### config.mk
export PLATFORM = sky130hd
export DESIGN_NAME = radix_digit_string_converter_unit
export DESIGN_NICKNAME = d
export VERILOG_FILES = /design/src/hdl/rdsc_pkg.sv /design/src/hdl/radix_digit_string_converter_unit.sv /design/src/hdl/rdsc_ram.sv /design/src/hdl/rdsc_seq.sv /design/src/hdl/rdsc_dp.sv
export SDC_FILE = /design/constraint.sdc
export NUM_CORES = 1
export LEC_CHECK = 0
export BUFFER_PORTS_ARGS = -buffer_cell sky130_fd_sc_hd__buf_4
export CELL_PAD_IN_SITES_DETAIL_PLACEMENT = 0
export CELL_PAD_IN_SITES_GLOBAL_PLACEMENT = 1
export CORE_MARGIN = 5
export CORE_UTILIZATION = 55
export CTS_BUF_LIST = sky130_fd_sc_hd__clkbuf_16
export CTS_CLUSTER_DIAMETER = 50
export DETAILED_ROUTE_END_ITERATION = 8
export PLACE_DENSITY_LB_ADDON = 0.1
export SETUP_SLACK_MARGIN = 0.3
export SYNTH_ARGS = -nofsm -noshare
export SYNTH_HDL_FRONTEND = slang
export SYNTH_SLANG_ARGS = --single-unit
### constraint.sdc
create_clock -name i_clk -period 6.2 [get_ports i_clk]
set_clock_uncertainty 0.05 [all_clocks]
set_input_delay 1.24 -clock i_clk [delete_from_list [all_inputs] [get_ports i_clk]]
set_output_delay 1.24 -clock i_clk [all_outputs]
set_load 0.005 [all_outputs]
### src/hdl/rdsc_pkg.sv
// ----------------------------------------------------------------------------
// rdsc_pkg
// Types, constants and microcode program of the radix digit string converter.
// ----------------------------------------------------------------------------
package rdsc_pkg;

    localparam logic [5:0] MIN_BASE       = 6'd2;
    localparam logic [5:0] MAX_BASE       = 6'd36;
    localparam logic [5:0] DECIMAL_DIGITS = 6'd10;
    localparam logic [6:0] ASCII_ZERO     = 7'd48;
    localparam logic [6:0] ASCII_LOWER_A  = 7'd97;

    // Sequencer steps, one control word each
    typedef enum logic [2:0] {
        ST_IDLE,
        ST_DIV_INIT,
        ST_DIV_STEP,
        ST_STORE,
        ST_RD_ADDR,
        ST_EMIT,
        ST_NEXT,
        ST_DONE
    } t_step;

    // Jump conditions
    typedef enum logic [2:0] {
        COND_NONE,
        COND_ALWAYS,
        COND_NO_START,
        COND_BITS_LEFT,
        COND_QUO_NZ,
        COND_OUT_BUSY,
        COND_RD_MORE
    } t_cond;

    // Datapath strobes
    typedef struct packed {
        logic in_rdy;
        logic ld_in;
        logic clr_rem;
        logic div_step;
        logic wr_dig;
        logic rd_en;
        logic emit;
        logic dec_rd;
    } t_ctrl;

    // Datapath status seen by the jump logic
    typedef struct packed {
        logic start_ok;
        logic bits_left;
        logic quo_nz;
        logic out_busy;
        logic rd_more;
    } t_status;

    typedef struct packed {
        t_ctrl ctrl;
        t_cond cond;
        t_step target;
    } t_uword;

    // Microcode program
    function automatic t_uword uword_rom(input t_step step);
        t_uword w;
        w = '0;
        case (step)
            ST_IDLE: begin
                w.ctrl.in_rdy = 1'b1;
                w.ctrl.ld_in  = 1'b1;
                w.cond        = COND_NO_START;
                w.target      = ST_IDLE;
            end
            ST_DIV_INIT: begin
                w.ctrl.clr_rem = 1'b1;
                w.cond         = COND_NONE;
                w.target       = ST_IDLE;
            end
            ST_DIV_STEP: begin
                w.ctrl.div_step = 1'b1;
                w.cond          = COND_BITS_LEFT;
                w.target        = ST_DIV_STEP;
            end
            ST_STORE: begin
                w.ctrl.wr_dig = 1'b1;
                w.cond        = COND_QUO_NZ;
                w.target      = ST_DIV_INIT;
            end
            ST_RD_ADDR: begin
                w.ctrl.rd_en = 1'b1;
                w.cond       = COND_NONE;
                w.target     = ST_IDLE;
            end
            ST_EMIT: begin
                w.ctrl.emit = 1'b1;
                w.cond      = COND_OUT_BUSY;
                w.target    = ST_EMIT;
            end
            ST_NEXT: begin
                w.ctrl.dec_rd = 1'b1;
                w.cond        = COND_RD_MORE;
                w.target      = ST_RD_ADDR;
            end
            ST_DONE: begin
                w.cond   = COND_ALWAYS;
                w.target = ST_IDLE;
            end
            default: begin
                w.cond   = COND_ALWAYS;
                w.target = ST_IDLE;
            end
        endcase
        return w;
    endfunction

    // Map a digit value to lower-case ASCII
    function automatic logic [6:0] digit_ascii(input logic [5:0] d);
        if (d < DECIMAL_DIGITS) begin
            return ASCII_ZERO + {1'b0, d};
        end
        return ASCII_LOWER_A + {1'b0, d - DECIMAL_DIGITS};
    endfunction

endpackage

### src/hdl/radix_digit_string_converter_unit.sv
// The restoring divider runs once per digit and produces one quotient bit per cycle.
// A new value is accepted only in the idle step, after every digit of the last one is emitted.
// An invalid base is taken while idle and gives no word.
// Reset (i_rst_n low, synchronous) clears the step counter, output valid, quotient and digit
// count; the digit store is not cleared.
// ----------------------------------------------------------------------------
// radix_digit_string_converter_unit
// Converts an unsigned value to lower-case ASCII digits in a base from 2 to 36.
// ----------------------------------------------------------------------------
module radix_digit_string_converter_unit #(
    parameter int VALUE_BITS = 64
) (
    input  logic        i_clk,
    input  logic        i_rst_n,
    input  logic        i_in_valid,
    output logic        o_in_ready,
    input  logic [63:0] i_number,
    input  logic [5:0]  i_radix,
    output logic        o_out_valid,
    input  logic        i_out_ready,
    output logic [6:0]  o_digit_char,
    output logic        o_last_digit
);
    import rdsc_pkg::*;

    t_ctrl   w_ctrl;
    t_status w_status;

    // Sequencer
    rdsc_seq u_seq (
        .i_clk    (i_clk),
        .i_rst_n  (i_rst_n),
        .i_status (w_status),
        .o_ctrl   (w_ctrl)
    );

    // Datapath
    rdsc_dp #(
        .VALUE_BITS (VALUE_BITS)
    ) u_dp (
        .i_clk        (i_clk),
        .i_rst_n      (i_rst_n),
        .i_ctrl       (w_ctrl),
        .o_status     (w_status),
        .i_in_valid   (i_in_valid),
        .i_number     (i_number),
        .i_radix      (i_radix),
        .i_out_ready  (i_out_ready),
        .o_out_valid  (o_out_valid),
        .o_digit_char (o_digit_char),
        .o_last_digit (o_last_digit)
    );

    assign o_in_ready = w_ctrl.in_rdy;

endmodule

### src/hdl/rdsc_ram.sv
// ----------------------------------------------------------------------------
// rdsc_ram
// Generic single write port, single read port RAM with registered read.
// ----------------------------------------------------------------------------
module rdsc_ram #(
    parameter int WIDTH = 6,
    parameter int DEPTH = 64
) (
    input  logic                     i_clk,
    input  logic                     i_we,
    input  logic [$clog2(DEPTH)-1:0] i_waddr,
    input  logic [WIDTH-1:0]         i_wdata,
    input  logic                     i_re,
    input  logic [$clog2(DEPTH)-1:0] i_raddr,
    output logic [WIDTH-1:0]         o_rdata
);

    logic [WIDTH-1:0] r_mem [DEPTH];
    logic [WIDTH-1:0] r_rdata;

    // Write and registered read; read data holds between reads
    always_ff @(posedge i_clk) begin
        if (i_we) begin
            r_mem[i_waddr] <= i_wdata;
        end
        if (i_re) begin
            r_rdata <= r_mem[i_raddr];
        end
    end

    assign o_rdata = r_rdata;

endmodule

### src/hdl/rdsc_seq.sv
// ----------------------------------------------------------------------------
// rdsc_seq
// Microcode sequencer: step counter, control ROM and conditional jumps.
// ----------------------------------------------------------------------------
module rdsc_seq (
    input  logic              i_clk,
    input  logic              i_rst_n,
    input  rdsc_pkg::t_status i_status,
    output rdsc_pkg::t_ctrl   o_ctrl
);
    import rdsc_pkg::*;

    t_step  r_step;
    t_step  n_step;
    t_uword w_uword;
    logic   w_take;

    // Hold the step counter
    always_ff @(posedge i_clk) begin
        if (!i_rst_n) begin
            r_step <= ST_IDLE;
        end else begin
            r_step <= n_step;
        end
    end

    // Fetch the control word and resolve the jump
    always_comb begin
        w_uword = uword_rom(r_step);
        case (w_uword.cond)
            COND_NONE:      w_take = 1'b0;
            COND_ALWAYS:    w_take = 1'b1;
            COND_NO_START:  w_take = !i_status.start_ok;
            COND_BITS_LEFT: w_take = i_status.bits_left;
            COND_QUO_NZ:    w_take = i_status.quo_nz;
            COND_OUT_BUSY:  w_take = i_status.out_busy;
            COND_RD_MORE:   w_take = i_status.rd_more;
            default:        w_take = 1'b1;
        endcase
        n_step = w_take ? w_uword.target : t_step'(r_step + 3'd1);
        o_ctrl = w_uword.ctrl;
    end

    // Last digit stored leads straight to read-out
    a_store_to_read: assert property (@(posedge i_clk) disable iff (!i_rst_n)
        (r_step == ST_STORE && !i_status.quo_nz) |=> (r_step == ST_RD_ADDR))
        else $error("store of final digit did not start read-out");

endmodule

### src/hdl/rdsc_dp.sv
// ----------------------------------------------------------------------------
// rdsc_dp
// Datapath: bit-serial divider by the base, digit store, read-out register.
// ----------------------------------------------------------------------------
module rdsc_dp #(
    parameter int VALUE_BITS = 64
) (
    input  logic              i_clk,
    input  logic              i_rst_n,
    input  rdsc_pkg::t_ctrl   i_ctrl,
    output rdsc_pkg::t_status o_status,
    input  logic              i_in_valid,
    input  logic [63:0]       i_number,
    input  logic [5:0]        i_radix,
    input  logic              i_out_ready,
    output logic              o_out_valid,
    output logic [6:0]        o_digit_char,
    output logic              o_last_digit
);
    import rdsc_pkg::*;

    localparam int IW = $clog2(VALUE_BITS);
    localparam int CW = $clog2(VALUE_BITS + 1);
    localparam int BW = $clog2(VALUE_BITS);

    logic [VALUE_BITS-1:0] r_quo;
    logic [5:0]            r_rem;
    logic [5:0]            r_base;
    logic [BW-1:0]         r_bits;
    logic [CW-1:0]         r_cnt;
    logic [IW-1:0]         r_rd_idx;
    logic                  r_out_valid;
    logic [6:0]            r_char;
    logic                  r_last;
    logic [6:0]            w_trial;
    logic                  w_ge;
    logic [5:0]            w_rdata;
    logic                  w_base_ok;
    logic                  w_out_busy;

    // Check base range and form the next divider trial
    always_comb begin
        w_base_ok  = i_radix inside {[MIN_BASE:MAX_BASE]};
        w_trial    = {r_rem, r_quo[VALUE_BITS-1]};
        w_ge       = w_trial >= {1'b0, r_base};
        w_out_busy = r_out_valid && !i_out_ready;
    end

    // Load, divide one bit per cycle, count stored digits, walk the store back
    always_ff @(posedge i_clk) begin
        if (!i_rst_n) begin
            r_quo <= '0;
            r_cnt <= '0;
        end else begin
            if (i_ctrl.ld_in && i_in_valid && w_base_ok) begin
                r_quo  <= i_number[VALUE_BITS-1:0];
                r_base <= i_radix;
                r_cnt  <= '0;
            end
            if (i_ctrl.clr_rem) begin
                r_rem  <= '0;
                r_bits <= BW'(VALUE_BITS - 1);
            end
            if (i_ctrl.div_step) begin
                r_rem  <= w_ge ? 6'(w_trial - {1'b0, r_base}) : w_trial[5:0];
                r_quo  <= {r_quo[VALUE_BITS-2:0], w_ge};
                r_bits <= r_bits - BW'(1);
            end
            if (i_ctrl.wr_dig) begin
                r_rd_idx <= r_cnt[IW-1:0];
                r_cnt    <= r_cnt + CW'(1);
            end
            if (i_ctrl.dec_rd) begin
                r_rd_idx <= r_rd_idx - IW'(1);
            end
        end
    end

    // Hold the output word until taken
    always_ff @(posedge i_clk) begin
        if (!i_rst_n) begin
            r_out_valid <= 1'b0;
        end else if (i_ctrl.emit && !w_out_busy) begin
            r_out_valid <= 1'b1;
            r_char      <= digit_ascii(w_rdata);
            r_last      <= (r_rd_idx == '0);
        end else if (i_out_ready) begin
            r_out_valid <= 1'b0;
        end
    end

    rdsc_ram #(
        .WIDTH (6),
        .DEPTH (VALUE_BITS)
    ) u_store (
        .i_clk   (i_clk),
        .i_we    (i_ctrl.wr_dig),
        .i_waddr (r_cnt[IW-1:0]),
        .i_wdata (r_rem),
        .i_re    (i_ctrl.rd_en),
        .i_raddr (r_rd_idx),
        .o_rdata (w_rdata)
    );

    always_comb begin
        o_status.start_ok  = i_in_valid && w_base_ok;
        o_status.bits_left = (r_bits != '0);
        o_status.quo_nz    = (r_quo != '0);
        o_status.out_busy  = w_out_busy;
        o_status.rd_more   = (r_rd_idx != '0);
    end

    assign o_out_valid  = r_out_valid;
    assign o_digit_char = r_char;
    assign o_last_digit = r_last;

    // Never write past the digit store
    a_store_bound: assert property (@(posedge i_clk) disable iff (!i_rst_n)
        i_ctrl.wr_dig |-> (r_cnt < CW'(VALUE_BITS)))
        else $error("digit store write beyond depth");

    // An emitted word carries the last flag of store entry zero
    a_emit_last: assert property (@(posedge i_clk) disable iff (!i_rst_n)
        (i_ctrl.emit && !w_out_busy) |=> (r_out_valid && r_last == $past(r_rd_idx == '0)))
        else $error("emitted word lost or last flag wrong");

endmodule

==> impl_results.md, run 1 <==
* Setup CP Type: flip-flop to flip-flop
* Final Cycle Share at 56.4%
* Synth cell types at 52
* Via count at 11,102
* DP HPWL at 26,600 um
* Largest net degree at the start of global routing at 80
* Most used DFF post-synth: edfxtp_1
* Hold_buf cts at 0
* Site Rows at 70
* HP Class: flip-flop to flip-flop
* Commonest non-fill, non-tap cell in the layout: edfxtp_1
* Routed Antenna Nets at 0
* Share of cells above drive strength 1 at 22.0%
* Setup Viol. Count Final at 0
* Hold Vio Cnt, Final at 0
* Final min period at 3500 ps
* Synth Cell Area at 20,400 sq um
* Crit start category: flip-flop
* Yosys reg bits at 496
* Die area at 41,000 sq um
* Worst VDD drop at 188 uV
* DRT iter0 DRCs at 991
* Vert. Die Dim at 202 um
* # IOs at 84
* P_int at 5.58 mW
* Max Cap Violations at 0
* Clock Path Buffers at 3
* Chip Width at 202 um
* Global placer's final weighted congestion at 0.782
* Initial Util at 55.6%
* Final wirelength at 42,900 um
* Clock power share at 42.0%
* Seq/Total Area, Yosys at 69.5%
* Antenna fix cells at 0
* Gates resized, CTS repair at 0
* Worst-path fanout max at 76
* H-tree depth at 2
* Setup TNS at 0 ps
* Drt pass-1 iters at 5
* Clk pin slew, worst setup/hold paths at 60 ps
* Total grt overflow at 0
* CTS tree: done
* I/O Buffers at 83
* Number of global-route vias before repair at 11,120
* FFs w/ async S/R, synth at 0%
* P&R area growth vs syn at 13.2%
* Slew Viols, Final at 0
* P_leak at 7.67 nW
* Sequential power share at 52.6%
* CP required at 6450 ps
* Num CTS Buffers at 53
* Wire length of the first global-routing pass at 66,500 um
* RSZ-0062 raised after global routing: no
* Via density at 6.07
* Cells after Synth at 1,237
* Most frequent cells in the layout: 422 x edfxtp_1, 199 x nor2_1, 120 x mux4_2, 96 x buf_4, 74 x dfxtp_1
* Slew @ Worst Pin at 1110 ps
* Combinational fraction of design power at 5.4%
* Post-layout power at 7.14 mW
* WL/cell at 23.4 um
* P_sw at 1.55 mW
* Arrival time worst endpoint at 3750 ps
* Fin nets at 1,414
* CP endpoint kind: flip-flop
* Final WS setup at 2700 ps
* Initial antenna violation count at 0
* Tot GR Track Use at 21.1%
* Synth warn at 0
* Pwr Density at 310 nW/um^2
* Highest clock rate at 286 MHz
* Core area at 36,600 sq um
* Place WS at 2300 ps
* Number of fillers in the final layout at 2,650
* Postcts setup bufs at 0
* Sw Share at 21.8%
* Post-synth EDFFs at 422
* Clk Latency, worst-skew pair at 570 ps
* Syn Area/Cell at 16.5 sq um
* CTS Sinks at 496
* Syn nets at 1,334
* Status: finished, final reports clean
* DR DRC count at 0
* Final core utilization at 62.9%
* Max transition margin at 26.0%
* Root Buffer: clkbuf_16
## synthesized netlist by cell type (all sizes together), types with 17 or more instances
library cell    n  area share [%]
ha             22             1.4
buf            30            0.84
nand2          42            0.77
mux4          120              13
edfxtp        422              62
clkbuf         42            0.77
nor2b          17            0.52
inv            23            0.42
o21ai          20            0.49
nor2          199             3.7
nor4           17            0.52
o221ai         57             2.5
a21oi          18            0.44
dfxtp          74             7.3
## power groups by stage
stage	logic, mW	clock network [mW]	registers (mW)
6_report	0.387	3.00	3.75
5_1_grt	0.434	3.22	3.76
4_1_cts	0.391	3.06	3.75
3_5_place_dp	0.389	0	3.82
3_3_place_gp	0.384	0	3.82
2_1_floorplan	0.242	0	3.83
## final timing paths
path / start / endpoint / slack, ps / depth (start not counted)
worst min register to register: u_dp.r_quo[56] / u_dp.r_quo[56] / 450 / 2
worst max-delay path: u_dp.r_rd_idx[0] / u_dp.u_store.o_rdata[0] / 2700 / 5
worst min-delay path: u_dp.r_quo[56] / u_dp.r_quo[56] / 450 / 2
worst max register to register: u_dp.r_rd_idx[0] / u_dp.u_store.o_rdata[0] / 2700 / 5
## cell families (layout without fill, tap and decap cells)
kind of cell / after synthesis / after routing / synth area share (%)
AO/OA/AOI/OAI: 149 / 149 / 5.53
XOR/XNOR: 16 / 16 / 0.688
adder cells (fa/ha/maj): 23 / 23 / 1.45
buffers and inverters: 95 / 219 / 2.04
flip-flops: 496 / 496 / 69.5
multiplexers: 126 / 126 / 13.6
AND/OR/NAND/NOR: 332 / 332 / 7.17
## worst max-delay path: stages (launching register included)
cell and delay (ps):
edfxtp_1 840, buf_12 550, mux4_2 610, mux4_2 520, a22oi_1 480, nand2_1 90
## per-layer routing
layer / vias to the layer above / track usage (%) / share of wire (%)
met1: 5604 / 30.5 / 44
met3: 54 / 3.40 / 5.0
li1: 5095 / - / -
met5: - / 0 / 0
met2: 349 / 34.0 / 49
met4: 0 / 5.97 / 2.3
## stage by stage
step                std cells  hold WS [ps]  instance area, sq um
global placement         1730           431                 21400
detailed placement       1730           439                 21400
global route             1829           468                 23000
CTS                      1829           452                 23000
floorplan                1237           411                 20400
finish                   1829           450                 23000
## flip-flops by register name (all words and copies together) (netlist names)
signal                cells
u_dp.u_store.o_rdata      6
u_dp.o_last_digit         1
u_dp.r_rd_idx             6
u_dp.r_rem                6
u_dp.r_bits               6
u_dp.u_store.r_mem      384
u_dp.r_cnt                6
u_dp.o_digit_char         7
u_seq.r_step              3
u_dp.r_base               6
u_dp.r_quo               64
u_dp.o_out_valid          1
## final cells by class
cell class	count	area (sq um)	area share (%)
clock inverter	44	305	1.32
sequential	496	14200	61.4
timing repair buffer	97	741	3.21
inverter	23	86.3	0.375
clock buffer	55	1380	5.97
multi-input combinational	646	5800	25.2
tap	468	586	2.54
Note: power is estimated with default switching activity, not from simulation.
==> run 2, diff against run 1 <==
Settings changed: ABC_AREA from default to 1, CORE_UTILIZATION 55 to 45.
Clock period 6.2 ns to 3.1 ns, I/O delays scaled along.
==> run 2 against run 1 <==
Effect of this change: combinational power rose to 11 times the previous value; non-clock buffer count up 58; utilization down 11 points; count of clock-buffer cells in the layout unchanged; power rose to 2.6 times the previous value; final cell count up 50%; clock power up 110%; fmax up 33%; critical path depth up 1; critical endpoint is now u_dp.u_store.r_mem[10][2]; largest power group unchanged.
==> impl_results.md, run 2 <==
* Hold Vio Cnt, Final at 0
* Final core utilization at 52.3%
* Num CTS Buffers at 55
* Slew @ Worst Pin at 816 ps
* Syn nets at 2,105
* Status: finished, final reports clean
* Number of fillers in the final layout at 4,260
* CP delay by family, top: simple AND/OR/NAND/NOR gates
* Largest reg by FF count: u_dp.u_store.r_mem
* DR DRC count at 0
* Initial Util at 45.6%
* Clock Path Buffers at 3
* Register Area at 14,200 sq um
* Setup CP Type: flip-flop to flip-flop
* Pwr Density at 769 nW/um^2
* Post-synth EDFFs at 422
* DP HPWL at 32,500 um
* Worst VDD drop at 469 uV
* CP Cell Sequence: inv_2 -> ha_1 -> inv_1 -> nor2_1 -> nand2_1 -> nor2_1
* Cells after Synth at 2,008
* Clk pin slew, worst setup/hold paths at 60 ps
* Slew Viols, Final at 0
* Footprint of the multi-input gates at 6270 sq um
* Grt met2 use at 33.7%
* FFs w/ async S/R, synth at 0%
* Highest clock rate at 381 MHz
* P_leak at 8.70 nW
* Final Cycle Share at 84.7%
* Area leader, netlist: edfxtp_1
* Top post-synthesis cells by area: edfxtp_1 60%, dfxtp_1 7.0%, nor2_1 6.8%
* Crit start category: flip-flop
* Largest net degree at the start of global routing at 97
* Count leader, synth: edfxtp_1
* Busiest grt layer: met2
* Via density at 5.46
* Most instantiated cells after synthesis: 422 x edfxtp_1, 383 x nor2_1, 296 x nand2_1
* Crit path top cell by count: nor2_1
* Slowest Stage Delay on Critical Path at 570 ps
* Total grt overflow at 0
* Drt pass-1 iters at 5
* CP bufs+invs at 2
* Setup TNS at 0 ps
* Antenna fix cells at 0
* Tot GR Track Use at 21.0%
* Final wirelength at 54,400 um
* Site Rows at 79
* # IOs at 84
* Post-synth top area share at 59.5%
* Hold WS at 174 ps
* P&R area growth vs syn at 14.6%
* Number of global-route vias before repair at 14,682
* Max transition margin at 45.6%
* RSZ-0062 raised after global routing: no
* CTS Sinks at 496
* CP required at 3280 ps
* Commonest non-fill, non-tap cell in the layout: edfxtp_1
* Max FFs per register at 384
* Global placer's final weighted congestion at 0.808
* Yosys reg bits at 496
* Synth cell types at 38
* Core area at 46,700 sq um
* Worst-path fanout max at 11
* Synth warn at 0
* Syn Area/Cell at 10.6 sq um
* Most frequent cells in the layout: 422 x edfxtp_1, 381 x nor2_1, 293 x nand2_1, 190 x o21ai_0, 147 x buf_4
* Routed Antenna Nets at 0
* Grt met3 use at 3.55%
* CTS tree: done
* Chip Width at 228 um
* DRT iter0 DRCs at 1,215
* CP endpoint kind: flip-flop
* Clk Latency, worst-skew pair at 610 ps
* H-tree depth at 2
* Max Cap Violations at 0
* Vert. Die Dim at 228 um
* Via count at 14,984
* Fin nets at 2,192
* Die area at 51,800 sq um
* Arrival time worst endpoint at 2810 ps
* Wire length of the first global-routing pass at 84,400 um
* I/O Buffers at 83
* Initial antenna violation count at 0
* WL/cell at 19.8 um
* Synth Cell Area at 21,300 sq um
* HP Class: input pin to flip-flop
* Setup Viol. Count Final at 0
* Worst path slowest cell: nor2_1
* Most used DFF post-synth: edfxtp_1
* Root Buffer: clkbuf_16
* Seq/Total Area, Yosys at 66.5%
* Routing usage on met1 at 29.8%
* Share of cells above drive strength 1 at 11.7%
* Final min period at 2630 ps
## run 2: kinds of logic (layout without fill, tap and decap cells)
family,after synthesis,in the layout,synth area share [%]
AOI/OAI and AO/OA,407,407,10.3
adders and majority gates,23,23,1.39
DFF,496,496,66.5
and+or+nand+nor,893,893,17.2
buffers and inverters,178,308,4.16
xor gates and xnor gates,11,11,0.452
## run 2: final timing paths
kind | cells after the start | end | slack (ps) | startpoint
setup / recovery | 6 | u_dp.u_store.r_mem[10][2] | 470 | u_seq.r_step[2]
setup reg to reg | 6 | u_dp.u_store.r_mem[10][2] | 470 | u_seq.r_step[2]
hold / removal | 1 | u_dp.r_base[4] | 170 | i_radix[4]
hold reg to reg | 2 | u_dp.r_quo[6] | 450 | u_dp.r_quo[5]
## run 2: power breakdown
part / switching (mW) / leakage (nW) / internal (mW)
registers: 0.345 / 4.40 / 8.01
clock network: 2.59 / 0.894 / 3.71
logic: 2.83 / 3.40 / 1.29
## run 2: cell type report
class,instances,area share (%)
Clock buffer,55,5.64
Clock inverter,45,1.50
Inverter,53,0.836
Multi-Input combinational cell,1334,25.7
Sequential cell,496,58.0
Tap cell,607,3.11
Timing Repair Buffer,155,5.18
## run 2: repair_timing
action	CTS	global route
endpoints found under the setup margin	10	12
endpoints found under the hold margin	0	0
buffers inserted	0	0
hold buffers	0	0
resized for setup	0	3
## run 2: stage by stage
step / total power [mW] / worst slack (ps) / cells / instance area (sq um)
CTS: 18.9 / 287 / 2745 / 24400
floorplan: 11.3 / 404 / 2008 / 21300
detailed placement: 12.6 / 282 / 2645 / 22600
global placement: 12.6 / 305 / 2645 / 22600
finish: 18.8 / 474 / 2745 / 24400
global route: 19.8 / 321 / 2745 / 24400
## run 2: worst reg2reg max path, delay by kind of cell (launching register included)
family                     cells  cell delay, ps
and+or+nand+nor                3            1340
buffers and inverters          2             240
adders and majority gates      1             190
DFF                            1             450
## run 2: layer usage
metal / share of wire, % / vias to the layer above
met5: 0 / -
met4: 2.5 / 0
met3: 6.2 / 86
met2: 47 / 374
met1: 45 / 7225
li1: - / 7299
==> run 3, diff against run 2 <==
Clock period 3.1 ns to 2.2 ns, I/O delays scaled along.
==> run 3 against run 2 <==
Effect of this change: clock power grew 34%; utilization increased by 5.9 points; worst hold slack lost 110 ps; die area did not move; worst setup slack worse by 350 ps; wire length grew 12%; non-clock buffer count grew 116; combinational power up 92%; final cell count is 4.2% higher; design area grew 11%; sequential power is 41% higher; power rose by 50%.
==> impl_results.md, run 3 (synthesis gave the netlist of run 2 again) <==
* Status: finished, final reports clean
* Max Cap Violations at 0
* # IOs at 84
* Total grt overflow at 0
* CP required at 2510 ps
* Site Rows at 79
* Antenna fix cells at 0
* Slowest Stage Delay on Critical Path at 420 ps
* HP Class: input pin to flip-flop
* Crit start category: flip-flop
* Core area at 46,700 sq um
* Worst path slowest cell: edfxtp_1
* Highest clock rate at 482 MHz
* Wire length of the first global-routing pass at 90,300 um
* Pwr Density at 1040 nW/um^2
* DP HPWL at 34,800 um
* P&R area growth vs syn at 27.6%
* Tot GR Track Use at 22.7%
* Placed cell areas at 23,400 sq um
* Slew @ Worst Pin at 847 ps
* Largest net degree at the start of global routing at 69
* CTS tree: done
* Largest reg by FF count: u_dp.u_store.r_mem
* I/O Buffers at 83
* DRT iter0 DRCs at 1,411
* Clk Latency, worst-skew pair at 600 ps
* Vert. Die Dim at 228 um
* Initial antenna violation count at 0
* RSZ-0062 raised after global routing: yes
* H-tree depth at 2
* Drt pass-1 iters at 5
* Arrival time worst endpoint at 2380 ps
* Die area at 51,800 sq um
* Number of global-route vias before repair at 15,254
* WL/cell at 21.2 um
* Max FFs per register at 384
* Hold Vio Cnt, Final at 0
* Fin nets at 2,310
* Num CTS Buffers at 55
* CP Cell Sequence: buf_6 -> buf_12 -> buf_12 -> buf_16 -> nor2_1 -> o22ai_1 -> nand2_1 -> nand2_2 -> nand2_2 -> nand3_2 -> nand3_2 -> nand2_1
* Final Cycle Share at 94.3%
* Setup TNS at 0 ps
* Share of cells above drive strength 1 at 26.6%
* Initial Util at 45.6%
* P_leak at 9.75 nW
* Global placer's final weighted congestion at 0.845
* Via density at 5.58
* CTS Sinks at 496
* Worst-path fanout max at 14
* CP endpoint kind: flip-flop
* Chip Width at 228 um
* Post-layout power at 28.2 mW
* Commonest non-fill, non-tap cell in the layout: edfxtp_1
* Setup Viol. Count Final at 0
* Worst VDD drop at 692 uV
* Setup CP Type: flip-flop to flip-flop
* Final instance area at 27,200 sq um
* R2R setup slack at 120 ps
* Clock Path Buffers at 3
* Slew Viols, Final at 0
* DR DRC count at 0
* Most frequent cells in the layout: 422 x edfxtp_1, 334 x nor2_1, 253 x nand2_1, 201 x buf_4, 121 x nor3_1
* Max transition margin at 43.5%
* Root Buffer: clkbuf_16
* Routed Antenna Nets at 0
* Final wirelength at 60,700 um
* Via count at 15,947
* Final min period at 2080 ps
* Clk pin slew, worst setup/hold paths at 60 ps
[run 3: changes by cell type in the layout (fill, tap and decap cells not counted), moves of 23 or more]
cell     change
nand2_1     -40
nor2_1      -47
nand3_2     +29
o21ai_0     -81
buf_4       +54
nand2_2     +37
nor2_2      +38
nand3_1     -30
o21ai_2     +62
buf_16      +23
[run 3: worst paths after layout]
| path | startpoint | end | cells after the start |
|---|---|---|---|
| worst min-delay path | i_number[30] | u_dp.r_quo[30] | 3 |
| worst min register to register | u_dp.r_quo[1] | u_dp.r_quo[2] | 2 |
| worst max-delay path | u_dp.r_rd_idx[0] | u_dp.u_store.o_rdata[5] | 12 |
| worst max register to register | u_dp.r_rd_idx[0] | u_dp.u_store.o_rdata[5] | 12 |
[run 3: worst max-delay path, delay by kind of cell (launching register included)]
kind                   cells  cell delay [ps]
AOI/OAI and AO/OA          1              130
buffers and inverters      4              630
DFF                        1              420
and+or+nand+nor            7              600
[run 3: report_power, final]
| group | internal (mW) | switching [mW] |
|---|---|---|
| Clock | 4.76 | 3.70 |
| Combinational | 3.05 | 4.86 |
| Sequential | 11.3 | 0.499 |
| Total | 19.1 | 9.06 |
[run 3: layout make-up]
cell class / instances / area (sq um)
Timing Repair Buffer: 271 / 2950
Tap cell: 607 / 759
Sequential cell: 496 / 14200
Timing Repair inverter: 1 / 30.0
Clock inverter: 42 / 264
Multi-Input combinational cell: 1335 / 7400
Clock buffer: 55 / 1380
Inverter: 53 / 229
Fill cell: 3929 / 19500
[run 3: what timing repair did]
item,4_1_cts,5_1_grt
hold buffers,6,0
setup endpoints to repair,260,246
gates cloned,20,7
gates resized for setup,197,190
hold endpoints to repair,6,0
pin swaps,37,52
setup buffers,19,9
[run 3: per-stage QoR]
step                utilization, %  hold slack [ps]  instances  setup WS [ps]
floorplan                        -              428       2008           -348
global placement              50.1              437       2702            108
detailed placement            50.1              439       2702           76.5
CTS                           56.4             34.5       2844            147
global route                  58.2             57.4       2860          -10.1
finish                        58.2             60.5       2860            125
[run 3: layer usage]
metal	share of wire (%)	track usage, %
met3	5.5	3.51
met2	47	35.2
met5	0	0
met1	45	33.1
met4	2.7	7.20
